**src/hdl/cvpi_pkg.sv**
```systemverilog
// shared types, constants and control encodings of the cascaded voltage/current loop
package cvpi_pkg;

  // field widths
  localparam int unsigned MV_W      = 12;
  localparam int unsigned VOLT_W    = 23;
  localparam int unsigned CMD_W     = 21;
  localparam int unsigned GAIN_W    = 32;
  localparam int unsigned SIG_W     = 32;
  localparam int unsigned PWM_W     = 9;
  localparam int unsigned DUTY_W    = 16;
  localparam int unsigned CFG_IDX_W = 3;
  localparam int unsigned CFG_DAT_W = 32;

  // datapath widths
  localparam int unsigned PROD_W = 64;
  localparam int unsigned ACC_W  = 66;
  localparam int unsigned WIDE_W = 43;

  // program length and step counter
  localparam int unsigned PROG_LEN = 21;
  localparam int unsigned STEP_W   = $clog2(PROG_LEN);

  // fixed-point constants, Q.24 coefficients and Q15.16 limits
  localparam logic signed [SIG_W-1:0] FILT_A        = 32'sd8755787;
  localparam logic signed [SIG_W-1:0] FILT_B        = 32'sd4010715;
  localparam logic signed [SIG_W-1:0] VOLT_SCALE    = 32'sd161794;
  localparam logic signed [SIG_W-1:0] AMP_SCALE     = 32'sd167772;
  localparam logic signed [SIG_W-1:0] AMP_OFFSET_MV = 32'sd2945;
  localparam logic signed [SIG_W-1:0] DUTY_MIN      = 32'sd3277;
  localparam logic signed [SIG_W-1:0] DUTY_MAX      = 32'sd62259;
  localparam logic signed [SIG_W-1:0] PWM_SPAN      = 32'sd511;
  localparam logic signed [SIG_W-1:0] Q16_TWELVE    = 32'sd786432;
  localparam logic signed [SIG_W-1:0] Q16_THREE     = 32'sd196608;

  // register reset values
  localparam logic signed [GAIN_W-1:0] OUTER_NOW_RST   = 32'sd2721600;
  localparam logic signed [GAIN_W-1:0] OUTER_PREV_RST  = 32'sd2684355;
  localparam logic signed [GAIN_W-1:0] OUTER_PREV2_RST = 32'sd0;
  localparam logic signed [GAIN_W-1:0] INNER_NOW_RST   = 32'sd110730;
  localparam logic signed [GAIN_W-1:0] INNER_PREV_RST  = 32'sd0;
  localparam logic signed [GAIN_W-1:0] INNER_PREV2_RST = 32'sd0;

  typedef enum logic [CFG_IDX_W-1:0] {
    REG_VOLTAGE_TARGET,
    REG_CURRENT_CEILING,
    REG_OUTER_GAIN_NOW,
    REG_OUTER_GAIN_PREV,
    REG_OUTER_GAIN_PREV2,
    REG_INNER_GAIN_NOW,
    REG_INNER_GAIN_PREV,
    REG_INNER_GAIN_PREV2
  } cfg_reg_t;

  typedef struct packed {
    logic        [VOLT_W-1:0] voltage_target;
    logic        [CMD_W-1:0]  current_ceiling;
    logic signed [GAIN_W-1:0] outer_gain_now;
    logic signed [GAIN_W-1:0] outer_gain_prev;
    logic signed [GAIN_W-1:0] outer_gain_prev2;
    logic signed [GAIN_W-1:0] inner_gain_now;
    logic signed [GAIN_W-1:0] inner_gain_prev;
    logic signed [GAIN_W-1:0] inner_gain_prev2;
  } cfg_t;

  // operand pair fed to the shared multiplier
  typedef enum logic [3:0] {
    MUL_NONE,
    MUL_VSCALE,
    MUL_ASCALE,
    MUL_VY_A,
    MUL_VX_B,
    MUL_VX1_B,
    MUL_AY_A,
    MUL_AX_B,
    MUL_AX1_B,
    MUL_OUT0,
    MUL_OUT1,
    MUL_OUT2,
    MUL_IN0,
    MUL_IN1,
    MUL_IN2
  } mul_op_t;

  typedef enum logic [1:0] {
    ACC_HOLD,
    ACC_LOAD,
    ACC_ADD,
    ACC_SUB
  } acc_op_t;

  // destination of the rescaled accumulator or of a difference
  typedef enum logic [3:0] {
    WB_NONE,
    WB_VX,
    WB_AX,
    WB_VY,
    WB_AY,
    WB_EV,
    WB_CMD,
    WB_EA,
    WB_DUTY
  } wb_op_t;

  typedef enum logic [1:0] {
    SEQ_NEXT,
    SEQ_WAIT_IN,
    SEQ_WAIT_OUT
  } seq_op_t;

  typedef struct packed {
    seq_op_t seq;
    mul_op_t mul;
    acc_op_t acc;
    wb_op_t  wb;
  } ucode_t;

  typedef struct packed {
    mul_op_t mul;
    acc_op_t acc;
    wb_op_t  wb;
    logic    load;
    logic    commit;
  } dp_ctrl_t;

endpackage

```
**src/hdl/cvpi_sequencer.sv**
```systemverilog
// step counter and microprogram rom driving the loop datapath
module cvpi_sequencer (
  input  logic               clk,
  input  logic               rst,
  input  logic               in_valid,
  input  logic               out_free,
  output logic               in_ready,
  output cvpi_pkg::dp_ctrl_t ctrl
);
  import cvpi_pkg::*;

  logic [STEP_W-1:0] step;
  logic [STEP_W-1:0] step_next;
  ucode_t            word;

  function automatic ucode_t program_word(input logic [STEP_W-1:0] s);
    ucode_t w;
    w = '{seq: SEQ_NEXT, mul: MUL_NONE, acc: ACC_HOLD, wb: WB_NONE};
    case (s)
      STEP_W'(0):  w.seq = SEQ_WAIT_IN;
      // sensor scaling
      STEP_W'(1):  w.mul = MUL_VSCALE;
      STEP_W'(2):  begin w.mul = MUL_ASCALE; w.acc = ACC_LOAD; end
      STEP_W'(3):  begin w.mul = MUL_VY_A;   w.acc = ACC_LOAD; w.wb = WB_VX; end
      // voltage low-pass
      STEP_W'(4):  begin w.mul = MUL_VX_B;   w.acc = ACC_LOAD; w.wb = WB_AX; end
      STEP_W'(5):  begin w.mul = MUL_VX1_B;  w.acc = ACC_ADD; end
      STEP_W'(6):  begin w.mul = MUL_AY_A;   w.acc = ACC_ADD; end
      // current low-pass
      STEP_W'(7):  begin w.mul = MUL_AX_B;   w.acc = ACC_LOAD; w.wb = WB_VY; end
      STEP_W'(8):  begin w.mul = MUL_AX1_B;  w.acc = ACC_ADD;  w.wb = WB_EV; end
      // outer loop
      STEP_W'(9):  begin w.mul = MUL_OUT0;   w.acc = ACC_ADD; end
      STEP_W'(10): begin w.mul = MUL_OUT1;   w.acc = ACC_LOAD; w.wb = WB_AY; end
      STEP_W'(11): begin w.mul = MUL_OUT2;   w.acc = ACC_SUB; end
      STEP_W'(12): w.acc = ACC_ADD;
      STEP_W'(13): w.wb = WB_CMD;
      // inner loop
      STEP_W'(14): w.wb = WB_EA;
      STEP_W'(15): w.mul = MUL_IN0;
      STEP_W'(16): begin w.mul = MUL_IN1;    w.acc = ACC_LOAD; end
      STEP_W'(17): begin w.mul = MUL_IN2;    w.acc = ACC_SUB; end
      STEP_W'(18): w.acc = ACC_ADD;
      STEP_W'(19): w.wb = WB_DUTY;
      STEP_W'(20): w.seq = SEQ_WAIT_OUT;
      default: ;
    endcase
    return w;
  endfunction

  assign word = program_word(step);

  always_ff @(posedge clk) begin
    if (rst) begin
      step <= '0;
    end else begin
      step <= step_next;
    end
  end

  always_comb begin
    step_next   = step;
    in_ready    = 1'b0;
    ctrl.mul    = word.mul;
    ctrl.acc    = word.acc;
    ctrl.wb     = word.wb;
    ctrl.load   = 1'b0;
    ctrl.commit = 1'b0;
    unique case (word.seq)
      SEQ_NEXT: begin
        step_next = step + STEP_W'(1);
      end
      SEQ_WAIT_IN: begin
        in_ready = 1'b1;
        if (in_valid) begin
          ctrl.load = 1'b1;
          step_next = step + STEP_W'(1);
        end
      end
      SEQ_WAIT_OUT: begin
        if (out_free) begin
          ctrl.commit = 1'b1;
          step_next   = '0;
        end
      end
      default: begin
        step_next = '0;
      end
    endcase
  end

endmodule

```
**config.mk**
```make
export PLATFORM = sky130hd
export DESIGN_NAME = cvpi_sequencer
export DESIGN_NICKNAME = d
export VERILOG_FILES = /design/src/hdl/cvpi_pkg.sv /design/src/hdl/cvpi_sequencer.sv
export SDC_FILE = /design/constraint.sdc
export NUM_CORES = 1
export LEC_CHECK = 0
export BUFFER_PORTS_ARGS = -buffer_cell sky130_fd_sc_hd__buf_2
export CORE_MARGIN = 4
export CORE_UTILIZATION = 45
export CTS_CLUSTER_DIAMETER = 60
export DETAILED_ROUTE_END_ITERATION = 8
export HOLD_SLACK_MARGIN = 0.06
export PLACE_DENSITY_LB_ADDON = 0.3
export REMOVE_ABC_BUFFERS = 1
export SLEW_MARGIN = 20
export SYNTH_ARGS = -nofsm -noshare
export SYNTH_HDL_FRONTEND = slang
export SYNTH_SLANG_ARGS = --single-unit
```
**constraint.sdc**
```tcl
create_clock -name clk -period 2.5 [get_ports clk]
set_input_delay 0.375 -clock clk [delete_from_list [all_inputs] [get_ports clk]]
set_output_delay 0.375 -clock clk [all_outputs]
set_load 0.02 [all_outputs]
```
==> flow_summary.json, run 1 <==
{
  "drt_iter0_drc": 18,
  "drv_cap": 0,
  "hold_path.class": "in -> reg",
  "r2r_start": "step[0]",
  "ir_drop_uv": 387,
  "drc_errors": 0,
  "hold_depth": 2,
  "endpoint_kind": "output port",
  "vias": 655,
  "run_status": "complete, no violations",
  "dpl.hpwl_mm": 1.13,
  "rows": 13,
  "fillers": 135,
  "synth_warnings": 0,
  "r2r_slack_ns": 0.86,
  "synth.area.top_cells": "dfxtp_1 (16%), ha_1 (10%), a21oi_1 (6.5%)",
  "antenna_found_initial": 0,
  "slew_viol_final": 0,
  "syn-instance-count": 87,
  "core_um2": 1300,
  "min_period_over_period": 0.857,
  "reg.largest.list": "step: 5 flops",
  "slowest_stage": "dfxtp_1",
  "p_leak_nw": 0.308,
  "crit_path_max_fanout": 9,
  "slowest_delay_ns": 0.42,
  "reg2reg_depth": 6,
  "largest_reg_flops": 5,
  "clk-insertion-delay-late_ns": 0.24,
  "setup_tns_ns": 0,
  "crit_required_ns": 2.12,
  "grt_pass1_wl_mm": 2.50,
  "design_area_um2": 714,
  "fin_nets": 111,
  "synth_area_um2": 617,
  "hold_start": "rst",
  "htree_levels": 1,
  "reg2reg_to": "step[4]",
  "track_usage": 0.160,
  "postCtsSetupRepairBufs": 0,
  "syn2layout_area_growth_pct": 15.8,
  "slew_headroom": 0.618,
  "clkTransAtPathRegs_ns": 0.05,
  "worst-path-buf-inv": 2,
  "whs_endpoint": "step[2]",
  "crit_arrival_ns": 1.77,
  "postSynthAreaPerCell_um2": 7.09,
  "ys_ff_latch": 5,
  "cp_top_family": "flip-flops",
  "placement.io_buffers": 16,
  "cts_hold_buf": 0,
  "yosysSeqAreaShare": 0.162,
  "clk_path_buf_depth": 2,
  "grt_start_max_net_pins": 19,
  "num_io_pins": 17,
  "path_class": "reg -> out",
  "drive_above_1_share": 0.238,
  "cp_cell_sequence": "inv_1 > ha_1 > or2_1 > a21oi_1 > o32ai_1 > buf_2",
  "grt-ovfl-total": 0,
  "yosys.area.top_type": "dfxtp_1",
  "setup_violations": 0,
  "initial_core_util": 0.474,
  "cts_root_buf": "clkbuf_4",
  "tightest_slew_ns": 0.572,
  "crit_path_start": "step[0]",
  "post_cts_resized": 0,
  "routabilityCongestion": 0.766,
  "rsz0062_at_grt": "no",
  "finalCriticalPeriod_ns": 2.14,
  "wl_mm": 1.47,
  "max_flop_register": "step",
  "die_w_um": 45.0,
  "insertedDiodeCount": 0,
  "synth_cell_types": 35,
  "wire_per_inst_um": 12.6,
  "cts_buffers": 3,
  "clock_sinks": 5,
  "worst_setup_path_start_kind": "register",
  "power_density_nw_per_um2": 770,
  "die_h_um": 45.0,
  "hold_viol": 0,
  "die_area_um2": 2030,
  "synth_top_area_frac": 0.162,
  "clock.fmax_mhz": 467,
  "cts_tree": "yes",
  "placed_cell_area_um2": 688,
  "viasPerCell": 5.65,
  "drtPass1Iterations": 4,
  "grt_pass1_vias": 571,
  "antenna_left": 0,
  "fin_skew_ns": 0.00525
}
report_power, final:
group          internal (mW)  total [mW]  switching, mW
combinational          0.128       0.345          0.217
clock                 0.0603      0.0922         0.0319
sequential            0.0930       0.113         0.0202
area by class of cell:
| class | count | area, um^2 | area share |
|---|---|---|---|
| Clock buffer | 4 | 26.3 | 0.0368 |
| Inverter | 5 | 18.8 | 0.0263 |
| Multi-Input combinational cell | 69 | 455 | 0.637 |
| Sequential cell | 5 | 100 | 0.140 |
| Tap cell | 15 | 18.8 | 0.0263 |
| Timing Repair Buffer | 18 | 95.1 | 0.133 |
metal layers:
metal | routed length, um | share of wire | vias up | GRT usage
li1 | - | - | 338 | -
met1 | 647 | 0.44 | 307 | 0.199
met2 | 764 | 0.52 | 10 | 0.277
met3 | 56 | 0.038 | 0 | 0.0518
met4 | 0 | 0 | 0 | 0.0175
met5 | 0 | 0 | - | 0
cell usage in the layout, fill, tap and decap left out, types with 2 or more instances in the layout:
cell type   n
buf_2      16
o21ai_0     2
mux2i_1     2
nor2_1     10
nor3_1      3
and3_1      3
ha_1        5
o32ai_1     4
dfxtp_1     5
nor2b_1     2
nand2_1     6
buf_4       2
nand3b_1    2
a21oi_1     8
inv_1       5
o21ai_1     3
clkbuf_4    3
nand2b_1    2
cell usage after synthesis:
| library cell | count |
|---|---|
| nand3_1 | 1 |
| or2_2 | 1 |
| o32ai_1 | 4 |
| nand2_1 | 6 |
| buf_2 | 4 |
| nand3b_1 | 2 |
| a21oi_1 | 8 |
| buf_6 | 1 |
| and3b_1 | 1 |
| a311oi_1 | 1 |
| ha_1 | 5 |
| nand2b_1 | 2 |
| o31ai_1 | 1 |
| o311ai_0 | 1 |
| and3_1 | 3 |
| o21ai_1 | 3 |
| inv_1 | 5 |
| o21ai_0 | 2 |
| a211oi_1 | 1 |
| a31oi_1 | 1 |
| xor2_1 | 1 |
| a21oi_4 | 1 |
| nor2b_1 | 2 |
| dfxtp_1 | 5 |
| nor2_1 | 10 |
| or2_1 | 1 |
| o211ai_1 | 1 |
| or3_4 | 1 |
| clkbuf_1 | 3 |
| mux2i_1 | 2 |
| nor3_1 | 3 |
| o22a_1 | 1 |
| a21boi_0 | 1 |
| and2_1 | 1 |
| a21o_1 | 1 |
how the worst max path moves through the flow:
stage | end | cells past startpoint | slack (ns)
6_report | ctrl[7] | 6 | 0.36
5_1_grt | ctrl[11] | 6 | 0.22
4_1_cts | ctrl[7] | 6 | 0.36
3_5_place_dp | ctrl[7] | 6 | 0.62
3_3_place_gp | ctrl[7] | 6 | 0.67
2_1_floorplan | ctrl[1] | 5 | 0.45
cells by family (layout without fill, tap and decap cells):
logic type,after synthesis,count (layout),synth area share
flops,5,5,0.162
buf+inv,13,27,0.0994
compound gates,27,27,0.302
simple gates,34,34,0.288
fa+ha+maj,5,5,0.101
mux,2,2,0.0325
xor+xnor,1,1,0.0142
per-stage QoR:
stage	hold WS, ns	setup slack, ns	std cells	total power, mW	utilization
2_1_floorplan	0.444	0.450	79	0.367	-
3_3_place_gp	0.504	0.672	112	0.451	0.529
3_5_place_dp	0.524	0.615	112	0.461	0.529
4_1_cts	0.337	0.355	116	0.557	0.549
5_1_grt	0.347	0.217	116	0.609	0.549
6_report	0.346	0.359	116	0.550	0.549
No activity file was read; power rests on OpenSTA's default activity.
==> run 2: changes to the inputs <==
Settings changed: MAX_ROUTING_LAYER set to met4.
==> flow_summary.json, run 2 (synthesis gave the netlist of run 1 again) <==
{
  "run_status": "complete, no violations",
  "finalCriticalPeriod_ns": 2.14,
  "die_h_um": 45.0,
  "clk-insertion-delay-late_ns": 0.24,
  "fin_util": 0.549,
  "antenna_left": 0,
  "grt_start_max_net_pins": 19,
  "hold_viol": 0,
  "crit_required_ns": 2.12,
  "fin_nets": 111,
  "tightest_slew_ns": 0.575,
  "hold_path.class": "in -> reg",
  "cts_hold_buf": 0,
  "final_common_cell": "buf_2",
  "vias": 659,
  "drv_cap": 0,
  "clkTransAtPathRegs_ns": 0.05,
  "layout.cells.non_filler": 116,
  "worst_setup_path_start_kind": "register",
  "placedCellCount": 112,
  "drtPass1Iterations": 4,
  "antenna_found_initial": 0,
  "post_cts_resized": 0,
  "setup_tns_ns": 0,
  "path_class": "reg -> out",
  "rows": 13,
  "min_period_over_period": 0.856,
  "die_w_um": 45.0,
  "crit_path_start": "step[0]",
  "wire_per_inst_um": 12.7,
  "hold_slack_ns": 0.345,
  "max_flop_register": "step",
  "crit_path_max_fanout": 9,
  "power_density_nw_per_um2": 770,
  "drt_iter0_drc": 21,
  "ir_drop_uv": 386,
  "placement.io_buffers": 16,
  "grt_pass1_wl_mm": 2.50,
  "wl_mm": 1.47,
  "setup_ws_ns": 0.359,
  "setup_violations": 0,
  "grt-ovfl-total": 0,
  "pre_cts_ws_ns": 0.615,
  "final_cell_mix": "buf_2 (16), nor2_1 (10), a21oi_1 (8)",
  "die_area_um2": 2030,
  "cts_buffers": 3,
  "core_um2": 1300,
  "routabilityCongestion": 0.776,
  "r2r_start": "step[0]",
  "p_leak_nw": 0.308,
  "crit_arrival_ns": 1.77,
  "clock.fmax_mhz": 467,
  "clock_sinks": 5,
  "postCtsSetupRepairBufs": 0,
  "reg.largest.list": "step: 5 flops",
  "insertedDiodeCount": 0,
  "cts_tree": "yes",
  "clk_path_buf_depth": 2,
  "rsz0062_at_grt": "no",
  "track_usage": 0.165,
  "drc_errors": 0,
  "fin_skew_ns": 0.00462,
  "initial_core_util": 0.474,
  "endpoint_kind": "output port",
  "largest_reg_flops": 5,
  "viasPerCell": 5.68,
  "grt_pass1_vias": 571,
  "hold_start": "rst",
  "htree_levels": 1,
  "num_io_pins": 17,
  "slew_headroom": 0.616,
  "syn2layout_area_growth_pct": 15.8,
  "fillers": 135,
  "dpl.hpwl_mm": 1.13,
  "drive_above_1_share": 0.238,
  "cts_root_buf": "clkbuf_4",
  "slew_viol_final": 0
}
==> run 2: cell type report <==
cell class	instances	area [um^2]	share of cell area
inverter	5	18.8	0.0263
multi-input combinational	69	455	0.637
timing repair buffer	18	95.1	0.133
clock buffer	4	26.3	0.0368
tap	15	18.8	0.0263
sequential	5	100	0.140
==> run 2: worst max-delay path: stages, from the launching register on <==
cell and delay (ns):
dfxtp_1 0.42, inv_1 0.10, ha_1 0.30, or2_1 0.29, a21oi_1 0.15, o32ai_1 0.09, buf_2 0.18
==> run 2: report_power, final <==
group | leakage [nW] | switching (mW) | total [mW] | internal, mW
clock network | 0.0150 | 0.0319 | 0.0921 | 0.0603
registers | 0.0408 | 0.0202 | 0.113 | 0.0930
logic | 0.253 | 0.217 | 0.345 | 0.128
total | 0.308 | 0.269 | 0.550 | 0.281
==> run 2: worst paths after layout <==
check / end / slack [ns] / depth (start not counted)
worst max-delay path: ctrl[7] / 0.36 / 6
worst min-delay path: step[2] / 0.35 / 2
worst max register to register: step[4] / 0.86 / 6
worst min register to register: step[0] / 0.54 / 1
==> run 2: per-layer routing <==
layer | wire length, um | part of all wire | GRT usage | vias to the layer above
met3 | 66 | 0.045 | 0.0518 | 0
li1 | - | - | - | 340
met1 | 643 | 0.44 | 0.199 | 307
met2 | 761 | 0.52 | 0.277 | 12
met4 | 0 | 0 | 0.0175 | 0
met5 | 0 | 0 | - | -
==> run 2: stage by stage <==
step	instance area, um^2	power, mW
detailed placement	688	0.461
global placement	688	0.451
finish	714	0.550
floorplan	574	0.367
CTS	714	0.557
global route	714	0.609
