### src/hdl/cvpi_pkg.sv
// shared types, constants and control encodings of the cascaded voltage/current loop
package cvpi_pkg;

  // field widths
  localparam int unsigned MV_W      = 12;
  localparam int unsigned VOLT_W    = 23;
  localparam int unsigned CMD_W     = 21;
  localparam int unsigned GAIN_W    = 32;
  localparam int unsigned SIG_W     = 32;
  localparam int unsigned PWM_W     = 9;
  localparam int unsigned DUTY_W    = 16;
  localparam int unsigned CFG_IDX_W = 3;
  localparam int unsigned CFG_DAT_W = 32;

  // datapath widths
  localparam int unsigned PROD_W = 64;
  localparam int unsigned ACC_W  = 66;
  localparam int unsigned WIDE_W = 43;

  // program length and step counter
  localparam int unsigned PROG_LEN = 21;
  localparam int unsigned STEP_W   = $clog2(PROG_LEN);

  // fixed-point constants, Q.24 coefficients and Q15.16 limits
  localparam logic signed [SIG_W-1:0] FILT_A        = 32'sd8755787;
  localparam logic signed [SIG_W-1:0] FILT_B        = 32'sd4010715;
  localparam logic signed [SIG_W-1:0] VOLT_SCALE    = 32'sd161794;
  localparam logic signed [SIG_W-1:0] AMP_SCALE     = 32'sd167772;
  localparam logic signed [SIG_W-1:0] AMP_OFFSET_MV = 32'sd2945;
  localparam logic signed [SIG_W-1:0] DUTY_MIN      = 32'sd3277;
  localparam logic signed [SIG_W-1:0] DUTY_MAX      = 32'sd62259;
  localparam logic signed [SIG_W-1:0] PWM_SPAN      = 32'sd511;
  localparam logic signed [SIG_W-1:0] Q16_TWELVE    = 32'sd786432;
  localparam logic signed [SIG_W-1:0] Q16_THREE     = 32'sd196608;

  // register reset values
  localparam logic signed [GAIN_W-1:0] OUTER_NOW_RST   = 32'sd2721600;
  localparam logic signed [GAIN_W-1:0] OUTER_PREV_RST  = 32'sd2684355;
  localparam logic signed [GAIN_W-1:0] OUTER_PREV2_RST = 32'sd0;
  localparam logic signed [GAIN_W-1:0] INNER_NOW_RST   = 32'sd110730;
  localparam logic signed [GAIN_W-1:0] INNER_PREV_RST  = 32'sd0;
  localparam logic signed [GAIN_W-1:0] INNER_PREV2_RST = 32'sd0;

  typedef enum logic [CFG_IDX_W-1:0] {
    REG_VOLTAGE_TARGET,
    REG_CURRENT_CEILING,
    REG_OUTER_GAIN_NOW,
    REG_OUTER_GAIN_PREV,
    REG_OUTER_GAIN_PREV2,
    REG_INNER_GAIN_NOW,
    REG_INNER_GAIN_PREV,
    REG_INNER_GAIN_PREV2
  } cfg_reg_t;

  typedef struct packed {
    logic        [VOLT_W-1:0] voltage_target;
    logic        [CMD_W-1:0]  current_ceiling;
    logic signed [GAIN_W-1:0] outer_gain_now;
    logic signed [GAIN_W-1:0] outer_gain_prev;
    logic signed [GAIN_W-1:0] outer_gain_prev2;
    logic signed [GAIN_W-1:0] inner_gain_now;
    logic signed [GAIN_W-1:0] inner_gain_prev;
    logic signed [GAIN_W-1:0] inner_gain_prev2;
  } cfg_t;

  // operand pair fed to the shared multiplier
  typedef enum logic [3:0] {
    MUL_NONE,
    MUL_VSCALE,
    MUL_ASCALE,
    MUL_VY_A,
    MUL_VX_B,
    MUL_VX1_B,
    MUL_AY_A,
    MUL_AX_B,
    MUL_AX1_B,
    MUL_OUT0,
    MUL_OUT1,
    MUL_OUT2,
    MUL_IN0,
    MUL_IN1,
    MUL_IN2
  } mul_op_t;

  typedef enum logic [1:0] {
    ACC_HOLD,
    ACC_LOAD,
    ACC_ADD,
    ACC_SUB
  } acc_op_t;

  // destination of the rescaled accumulator or of a difference
  typedef enum logic [3:0] {
    WB_NONE,
    WB_VX,
    WB_AX,
    WB_VY,
    WB_AY,
    WB_EV,
    WB_CMD,
    WB_EA,
    WB_DUTY
  } wb_op_t;

  typedef enum logic [1:0] {
    SEQ_NEXT,
    SEQ_WAIT_IN,
    SEQ_WAIT_OUT
  } seq_op_t;

  typedef struct packed {
    seq_op_t seq;
    mul_op_t mul;
    acc_op_t acc;
    wb_op_t  wb;
  } ucode_t;

  typedef struct packed {
    mul_op_t mul;
    acc_op_t acc;
    wb_op_t  wb;
    logic    load;
    logic    commit;
  } dp_ctrl_t;

endpackage

### src/hdl/cvpi_if.sv


interface cvpi_cfg_if;
  import cvpi_pkg::*;
  logic                 valid;
  logic                 ready;
  logic [CFG_IDX_W-1:0] index;
  logic [CFG_DAT_W-1:0] data;
  modport source (output valid, output index, output data, input ready);
  modport sink (input valid, input index, input data, output ready);
endinterface

### src/hdl/cvpi_cfg_regs.sv
// configuration register file, written through its own channel
module cvpi_cfg_regs (
  input  logic           clk,
  input  logic           rst,
  cvpi_cfg_if.sink       cfg,
  output cvpi_pkg::cfg_t cfg_q
);
  import cvpi_pkg::*;

  logic wr;

  assign cfg.ready = 1'b1;
  assign wr = cfg.valid & cfg.ready;

  always_ff @(posedge clk) begin
    if (rst) begin
      cfg_q.voltage_target   <= VOLT_W'(Q16_TWELVE);
      cfg_q.current_ceiling  <= CMD_W'(Q16_THREE);
      cfg_q.outer_gain_now   <= OUTER_NOW_RST;
      cfg_q.outer_gain_prev  <= OUTER_PREV_RST;
      cfg_q.outer_gain_prev2 <= OUTER_PREV2_RST;
      cfg_q.inner_gain_now   <= INNER_NOW_RST;
      cfg_q.inner_gain_prev  <= INNER_PREV_RST;
      cfg_q.inner_gain_prev2 <= INNER_PREV2_RST;
    end else if (wr) begin
      unique case (cfg_reg_t'(cfg.index))
        REG_VOLTAGE_TARGET:   cfg_q.voltage_target   <= cfg.data[VOLT_W-1:0];
        REG_CURRENT_CEILING:  cfg_q.current_ceiling  <= cfg.data[CMD_W-1:0];
        REG_OUTER_GAIN_NOW:   cfg_q.outer_gain_now   <= $signed(cfg.data);
        REG_OUTER_GAIN_PREV:  cfg_q.outer_gain_prev  <= $signed(cfg.data);
        REG_OUTER_GAIN_PREV2: cfg_q.outer_gain_prev2 <= $signed(cfg.data);
        REG_INNER_GAIN_NOW:   cfg_q.inner_gain_now   <= $signed(cfg.data);
        REG_INNER_GAIN_PREV:  cfg_q.inner_gain_prev  <= $signed(cfg.data);
        REG_INNER_GAIN_PREV2: cfg_q.inner_gain_prev2 <= $signed(cfg.data);
        default: ;
      endcase
    end
  end

endmodule

### src/flat_wrapper.sv
// flat-port wrapper written by rule: the top's interface ports become plain ports
module cvpi_cfg_regs_flat import cvpi_pkg::*;
  (clk, rst, cfg_q, cfg_valid, cfg_index, cfg_data, cfg_ready);
  cvpi_cfg_if cfg_i ();
  input  logic clk;
  input  logic rst;
  output cvpi_pkg::cfg_t cfg_q;
  input wire logic [$bits(cfg_i.valid)-1:0] cfg_valid;
  input wire logic [$bits(cfg_i.index)-1:0] cfg_index;
  input wire logic [$bits(cfg_i.data)-1:0] cfg_data;
  output wire logic [$bits(cfg_i.ready)-1:0] cfg_ready;
  assign cfg_i.valid = cfg_valid;
  assign cfg_i.index = cfg_index;
  assign cfg_i.data = cfg_data;
  assign cfg_ready = cfg_i.ready;
  cvpi_cfg_regs u_core (.clk(clk), .rst(rst), .cfg(cfg_i), .cfg_q(cfg_q));
endmodule
### config.mk
export PLATFORM = sky130hd
export DESIGN_NAME = cvpi_cfg_regs_flat
export DESIGN_NICKNAME = d
export VERILOG_FILES = /design/src/hdl/cvpi_pkg.sv /design/src/hdl/cvpi_if.sv /design/src/hdl/cvpi_cfg_regs.sv /design/src/flat_wrapper.sv
export SDC_FILE = /design/constraint.sdc
export NUM_CORES = 1
export LEC_CHECK = 0
export ABC_AREA = 1
export BUFFER_PORTS_ARGS = -buffer_cell sky130_fd_sc_hd__buf_2
export CAP_MARGIN = 10
export CORE_MARGIN = 5
export CORE_UTILIZATION = 55
export CTS_CLUSTER_SIZE = 30
export DETAILED_ROUTE_END_ITERATION = 6
export MAX_ROUTING_LAYER = met4
export PLACE_DENSITY = 0.95
export SYNTH_ARGS = -nofsm -noshare
export SYNTH_HDL_FRONTEND = slang
export SYNTH_SLANG_ARGS = --single-unit
### constraint.sdc
create_clock -name clk -period 1.4 [get_ports clk]
set_input_delay 0.14 -clock clk [delete_from_list [all_inputs] [get_ports clk]]
set_output_delay 0.14 -clock clk [all_outputs]
set_load 0.05 [all_outputs]
==> flow_summary.toml, run 1 <==
[outcome]
status = "finished, final reports clean"

[critical_path]
worstSetupPathType = "in -> reg"
crit_chain = "dlygate4sd3_1 > buf_2 > inv_6 > nand3_1 > dlygate4sd3_1"
crit_path_max_incr_delay_ns = 0.56
timing.critical_path.arrival_ns = 1.71
start_kind = "input port"
path_buf_inv = 4
critPathRequiredTime_ns = 1.79
cpMaxStageDelayCell = "dlygate4sd3_1"
critPathTopFamily = "buffers and inverters"
worstSetupEndpointType = "register"
cp_max_fo = 30
crit_top_cell = "dlygate4sd3_1"

[routing]
ant_nets = 0
drc = 0
wl_um = 31200
vias = 9698
wl_per_cell_um = 17.4
viasPerCell = 5.40
dr.pass1.iters = 6
drt_iter0_markers = 1162

[timing]
clock.fmax_mhz = 760
maxSlewHeadroom = 0.636
tns_ns = 0
timing.hold.ws_ns = 0.0737
max_slew.worst_pin.slew_ns = 0.545
rsz0062_at_grt = "no"
fin_skew_ns = 0
hold_viol = 0
post-route-worst-setup-slack_ns = 0.0848
layout_min_cycle_time_ns = 1.32
period_share = 0.939
slew_viol_final = 0
finalSetupViolations = 0

[grt]
grt_pass1_vias = 9134
grt_pass1_wl_um = 48100
grt_overflow = 0
grt.total_usage = 0.317
grt_max_degree = 90
grt_antenna_before_repair = 0

[cells_and_area]
fill_cells = 1193
num_antenna_cells = 0
largest_register = "u_core.cfg_q"
final_nets = 1597
area_delta_synth_final_pct = 30.1
top_regs = "u_core.cfg_q (236)"
drive_gt1_frac = 0.224
largest_reg_flops = 236
stdcell_count = 1795

[place]
pre_cts_slack_ns = 0.0876
dp.cells = 1734
portBuffers = 273
gp_congestion = 0.890
dpl.hpwl_um = 20300

[synthesis]
syn_area_um2 = 9060
yosysWarnings = 0
synth.largest_area_cell = "dfxtp_1"
syn_area_per_cell_um2 = 6.97
syn_nets = 1338
synth.top_cell.area_share = 0.522
ys_seq_elements = 236
synth_cell_types = 13
syn_inst = 1300
yosys-top-cells-area = "dfxtp_1 (52%), nor2_1 (17%), nand2_1 (13%)"
ys_seq_area_frac = 0.522

[die]
num_rows = 47
coreArea_um2 = 16300
die_w_um = 138
die-area_um2 = 19100
die_height_um = 138
io_pins = 275
initial_core_util = 0.554

[cts]
clock_latency_ns = 0.50
cts_max_path_buffers = 3
clk_pin_slew_ns = 0.06
cts_max_level = 1
cts_tree = "built"
cts-buffers-inserted = 24
clockRootBuffer = "clkbuf_16"
numClockSinks = 236
postCtsSetupBuffers = 0

[pwr]
total_power_mw = 16.0
p_sw_mw = 4.53
combPwrFrac = 0.149
p_leak_nw = 5.83
p_sw_frac = 0.283
vdd_drop_max_v = 0.00114
p_int_mw = 11.5
clockPowerShare = 0.408
seqPwrFrac = 0.443
p_per_area_nw_per_um2 = 1360

[worst_hold_path]
hp-class = "in -> reg"

[flow_run]
maxCapViolCount = 0
==> area by class of cell <==
cell class | count | area, µm² | share of cell area
Tap cell | 220 | 275 | 0.0234
Clock buffer | 36 | 727 | 0.0617
Clock inverter | 6 | 80.1 | 0.00679
Multi-Input combinational cell | 937 | 3830 | 0.325
Timing Repair Buffer | 321 | 2000 | 0.170
Inverter | 39 | 151 | 0.0128
Sequential cell | 236 | 4720 | 0.401
==> placed cells by master (no fill, tap or decap) <==
master,netlist,final
buf_12,0,18
buf_2,42,273
buf_4,4,11
bufinv_16,0,2
clkbuf_1,27,5
clkbuf_16,0,25
clkbuf_8,0,6
clkinv_2,0,4
conb_1,1,1
dfxtp_1,236,236
dlygate4sd3_1,0,19
inv_1,38,37
inv_2,1,1
inv_6,0,1
nand2_1,310,310
nand3_1,204,204
nor2_1,418,410
nor2_2,3,7
nor2_4,1,5
==> what timing repair did <==
item                       4_1_cts  5_1_grt
hold buffers                    19        0
setup endpoints to repair        0        0
gates resized for setup          0        0
hold endpoints to repair        31        0
==> cell families after synthesis <==
family,share of synthesized area
other,0.000414
flip-flops,0.522
AND/OR/NAND/NOR,0.418
buffers and inverters,0.0601
==> power groups by stage <==
stage / logic (mW) / registers [mW] / clock network [mW]
4_1_cts: 2.35 / 7.08 / 6.56
3_5_place_dp: 2.29 / 7.23 / 0
2_1_floorplan: 0.808 / 8.03 / 0
5_1_grt: 2.52 / 7.11 / 6.85
6_report: 2.38 / 7.09 / 6.53
3_3_place_gp: 2.25 / 7.22 / 0
==> stage by stage <==
| step | utilization | cell area, µm² |
|---|---|---|
| 3_5_place_dp | 0.660 | 10800 |
| 2_1_floorplan | - | 9060 |
| 4_1_cts | 0.721 | 11800 |
| 6_report | 0.721 | 11800 |
| 5_1_grt | 0.721 | 11800 |
| 3_3_place_gp | 0.660 | 10800 |
==> synth_stat cells <==
cell type  instances
nand3_1          204
buf_2             42
inv_2              1
buf_1             15
buf_4              4
nor2_4             1
clkbuf_1          27
dfxtp_1          236
conb_1             1
nand2_1          310
nor2_2             3
nor2_1           418
inv_1             38
==> routing by layer <==
| metal | wire, µm | up-vias | part of all wire | global-route usage |
|---|---|---|---|---|
| met5 | 0 | - | 0 | - |
| met4 | 1940 | 0 | 0.062 | 0.179 |
| met3 | 3290 | 133 | 0.11 | 0.0597 |
| met2 | 14400 | 659 | 0.46 | 0.497 |
| li1 | - | 4534 | - | - |
| met1 | 11500 | 4372 | 0.37 | 0.386 |
==> worst paths after layout <==
| path | from | to | slack [ns] | cells after the start |
|---|---|---|---|---|
| setup reg to reg | u_core.cfg_q[166]$_SDFFE_PP1P_ | u_core.cfg_q[166]$_SDFFE_PP1P_ | 0.29 | 3 |
| hold / removal | cfg_index[2] | u_core.cfg_q[178]$_SDFFE_PP0P_ | 0.07 | 5 |
| setup / recovery | rst | u_core.cfg_q[166]$_SDFFE_PP1P_ | 0.08 | 5 |
| hold reg to reg | u_core.cfg_q[77]$_SDFFE_PP1P_ | u_core.cfg_q[77]$_SDFFE_PP1P_ | 0.46 | 2 |
==> tightest hold or removal path, stage by stage <==
cell,delay [ns]
buf_2,0.13
nor2_4,0.08
nand3_1,0.08
nand2_1,0.04
nor2_1,0.07
Note: power is estimated with default switching activity, not from simulation.
==> run 2: changes to the inputs <==
CTS_BUF_LIST = sky130_fd_sc_hd__clkbuf_8 sky130_fd_sc_hd__clkbuf_16   (was not set)
==> run 2 against run 1 <==
  * The flow now finishes with violations (DRC)
  * Design area is the same
  * Power shrank 0.19%
  * Cell count is the same
  * Clock skew is the same
  * Worst hold slack lost 0.0015 ns
  * Routed wire length grew 0.12%
  * First-iteration DRC count grew 0.26%
  * Global-route usage is the same
  * Critical path type unchanged
  * Critical endpoint unchanged
  * Largest power group unchanged
==> flow_summary.toml, run 2 (same netlist as run 1, synthesis figures left out) <==
[pwr]
combPwrFrac = 0.149
total_power_mw = 16.0
p_per_area_nw_per_um2 = 1360
clockPowerShare = 0.407
seqPwrFrac = 0.444
p_sw_mw = 4.54
p_leak_nw = 5.85
p_sw_frac = 0.284
p_int_mw = 11.4
vdd_drop_max_v = 0.00113

[outcome]
status = "finished, violations left"
violations = "DRC"

[die]
initial_core_util = 0.554
die_height_um = 138
die_w_um = 138
num_rows = 47
coreArea_um2 = 16300
io_pins = 275
die-area_um2 = 19100

[routing]
dr.pass1.iters = 7
ant_nets = 0
wl_um = 31200
wl_per_cell_um = 17.4
vias = 9703
viasPerCell = 5.41
drt_iter0_markers = 1165
drc = 1

[place]
gp_congestion = 0.890
dpl.hpwl_um = 20300
placed_area_um2 = 10800
portBuffers = 273

[cells_and_area]
largest_reg_flops = 236
drive_gt1_frac = 0.224
final_cell_mix = "nor2_1 (410), nand2_1 (310), buf_2 (273), dfxtp_1 (236), nand3_1 (204)"
final_nets = 1597
num_antenna_cells = 0
area_delta_synth_final_pct = 30.1
top_regs = "u_core.cfg_q (236)"
layout_commonest_cell = "nor2_1"
largest_register = "u_core.cfg_q"
design_area_um2 = 11800

[critical_path]
r2r_start = "u_core.cfg_q[166]$_SDFFE_PP1P_"
reg2reg_depth = 3
critPathLaunch = "rst"
path_buf_inv = 4
worstSetupEndpointType = "register"
critical_path_depth = 5
cpMaxStageDelayCell = "dlygate4sd3_1"
cp_max_fo = 30
critPathRequiredTime_ns = 1.80
timing.critical_path.arrival_ns = 1.71
crit_top_cell = "dlygate4sd3_1"
crit_path_max_incr_delay_ns = 0.56
start_kind = "input port"
worstSetupPathType = "in -> reg"
critPathTopFamily = "buffers and inverters"
crit_chain = "dlygate4sd3_1 > buf_2 > inv_6 > nand3_1 > dlygate4sd3_1"

[grt]
grt_overflow = 0
grt_antenna_before_repair = 0
grt_max_degree = 90
grt.total_usage = 0.317
grt_pass1_vias = 9131
grt_pass1_wl_um = 48200

[timing]
fin_skew_ns = 0
max_slew.worst_pin.slew_ns = 0.547
timing.hold.ws_ns = 0.0722
layout_min_cycle_time_ns = 1.32
period_share = 0.939
hold_viol = 0
maxSlewHeadroom = 0.635
slew_viol_final = 0
clock.fmax_mhz = 760
rsz0062_at_grt = "no"
finalSetupViolations = 0
tns_ns = 0

[cts]
cts_resized = 0
postCtsSetupBuffers = 0
cts_tree = "built"
clockRootBuffer = "clkbuf_16"
cts-buffers-inserted = 24
clock_latency_ns = 0.50
clk_pin_slew_ns = 0.06
cts_max_path_buffers = 3
cts_max_level = 1
numClockSinks = 236

[worst_hold_path]
hold_start = "cfg_index[2]"
min_path_cells = 5
hp-class = "in -> reg"

[flow_run]
maxCapViolCount = 0
==> run 2: path summary, 6_finish.rpt <==
check                                                       to  slack [ns]
worst max-delay path            u_core.cfg_q[166]$_SDFFE_PP1P_        0.08
worst min-delay path            u_core.cfg_q[178]$_SDFFE_PP0P_        0.07
worst max register to register  u_core.cfg_q[166]$_SDFFE_PP1P_        0.29
worst min register to register   u_core.cfg_q[77]$_SDFFE_PP1P_        0.46
==> run 2: worst register-to-register path: stages (launching register included) <==
cell	delay [ns]
dfxtp_1	0.32
nand2_1	0.07
nand3_1	0.07
dlygate4sd3_1	0.56
==> run 2: layout make-up <==
type                       count  area (µm²)
clock buffer                  31         708
clock inverter                11        98.8
fill                        1193        4560
inverter                      39         151
multi-input combinational    937        3830
sequential                   236        4720
tap                          220         275
timing repair buffer         321        2000
==> run 2: metal layers <==
metal  global-route usage  vias up  part of all wire
met5                    -        -                 0
li1                     -     4530                 -
met2                0.498      671              0.46
met4                0.176        0             0.061
met3               0.0570      144              0.11
met1                0.388     4358              0.37
==> run 2: repair_timing <==
action,4_1_cts,5_1_grt
setup endpoints to repair,0,0
endpoints found under the hold margin,31,0
hold buffers,19,0
==> run 2: power groups by stage <==
stage	logic [mW]	registers [mW]	clock network, mW
floorplan	0.808	8.03	0
global route	2.52	7.11	6.82
global placement	2.25	7.22	0
CTS	2.35	7.08	6.53
finish	2.38	7.09	6.50
detailed placement	2.29	7.23	0
==> run 2: stage by stage <==
step	cells	setup slack [ns]	util
after floorplan	1300	0.396	-
after global placement	1734	0.142	0.660
after detailed placement	1734	0.0876	0.660
after CTS	1795	0.0882	0.721
after global routing	1795	0.0266	0.721
final	1795	0.0849	0.721
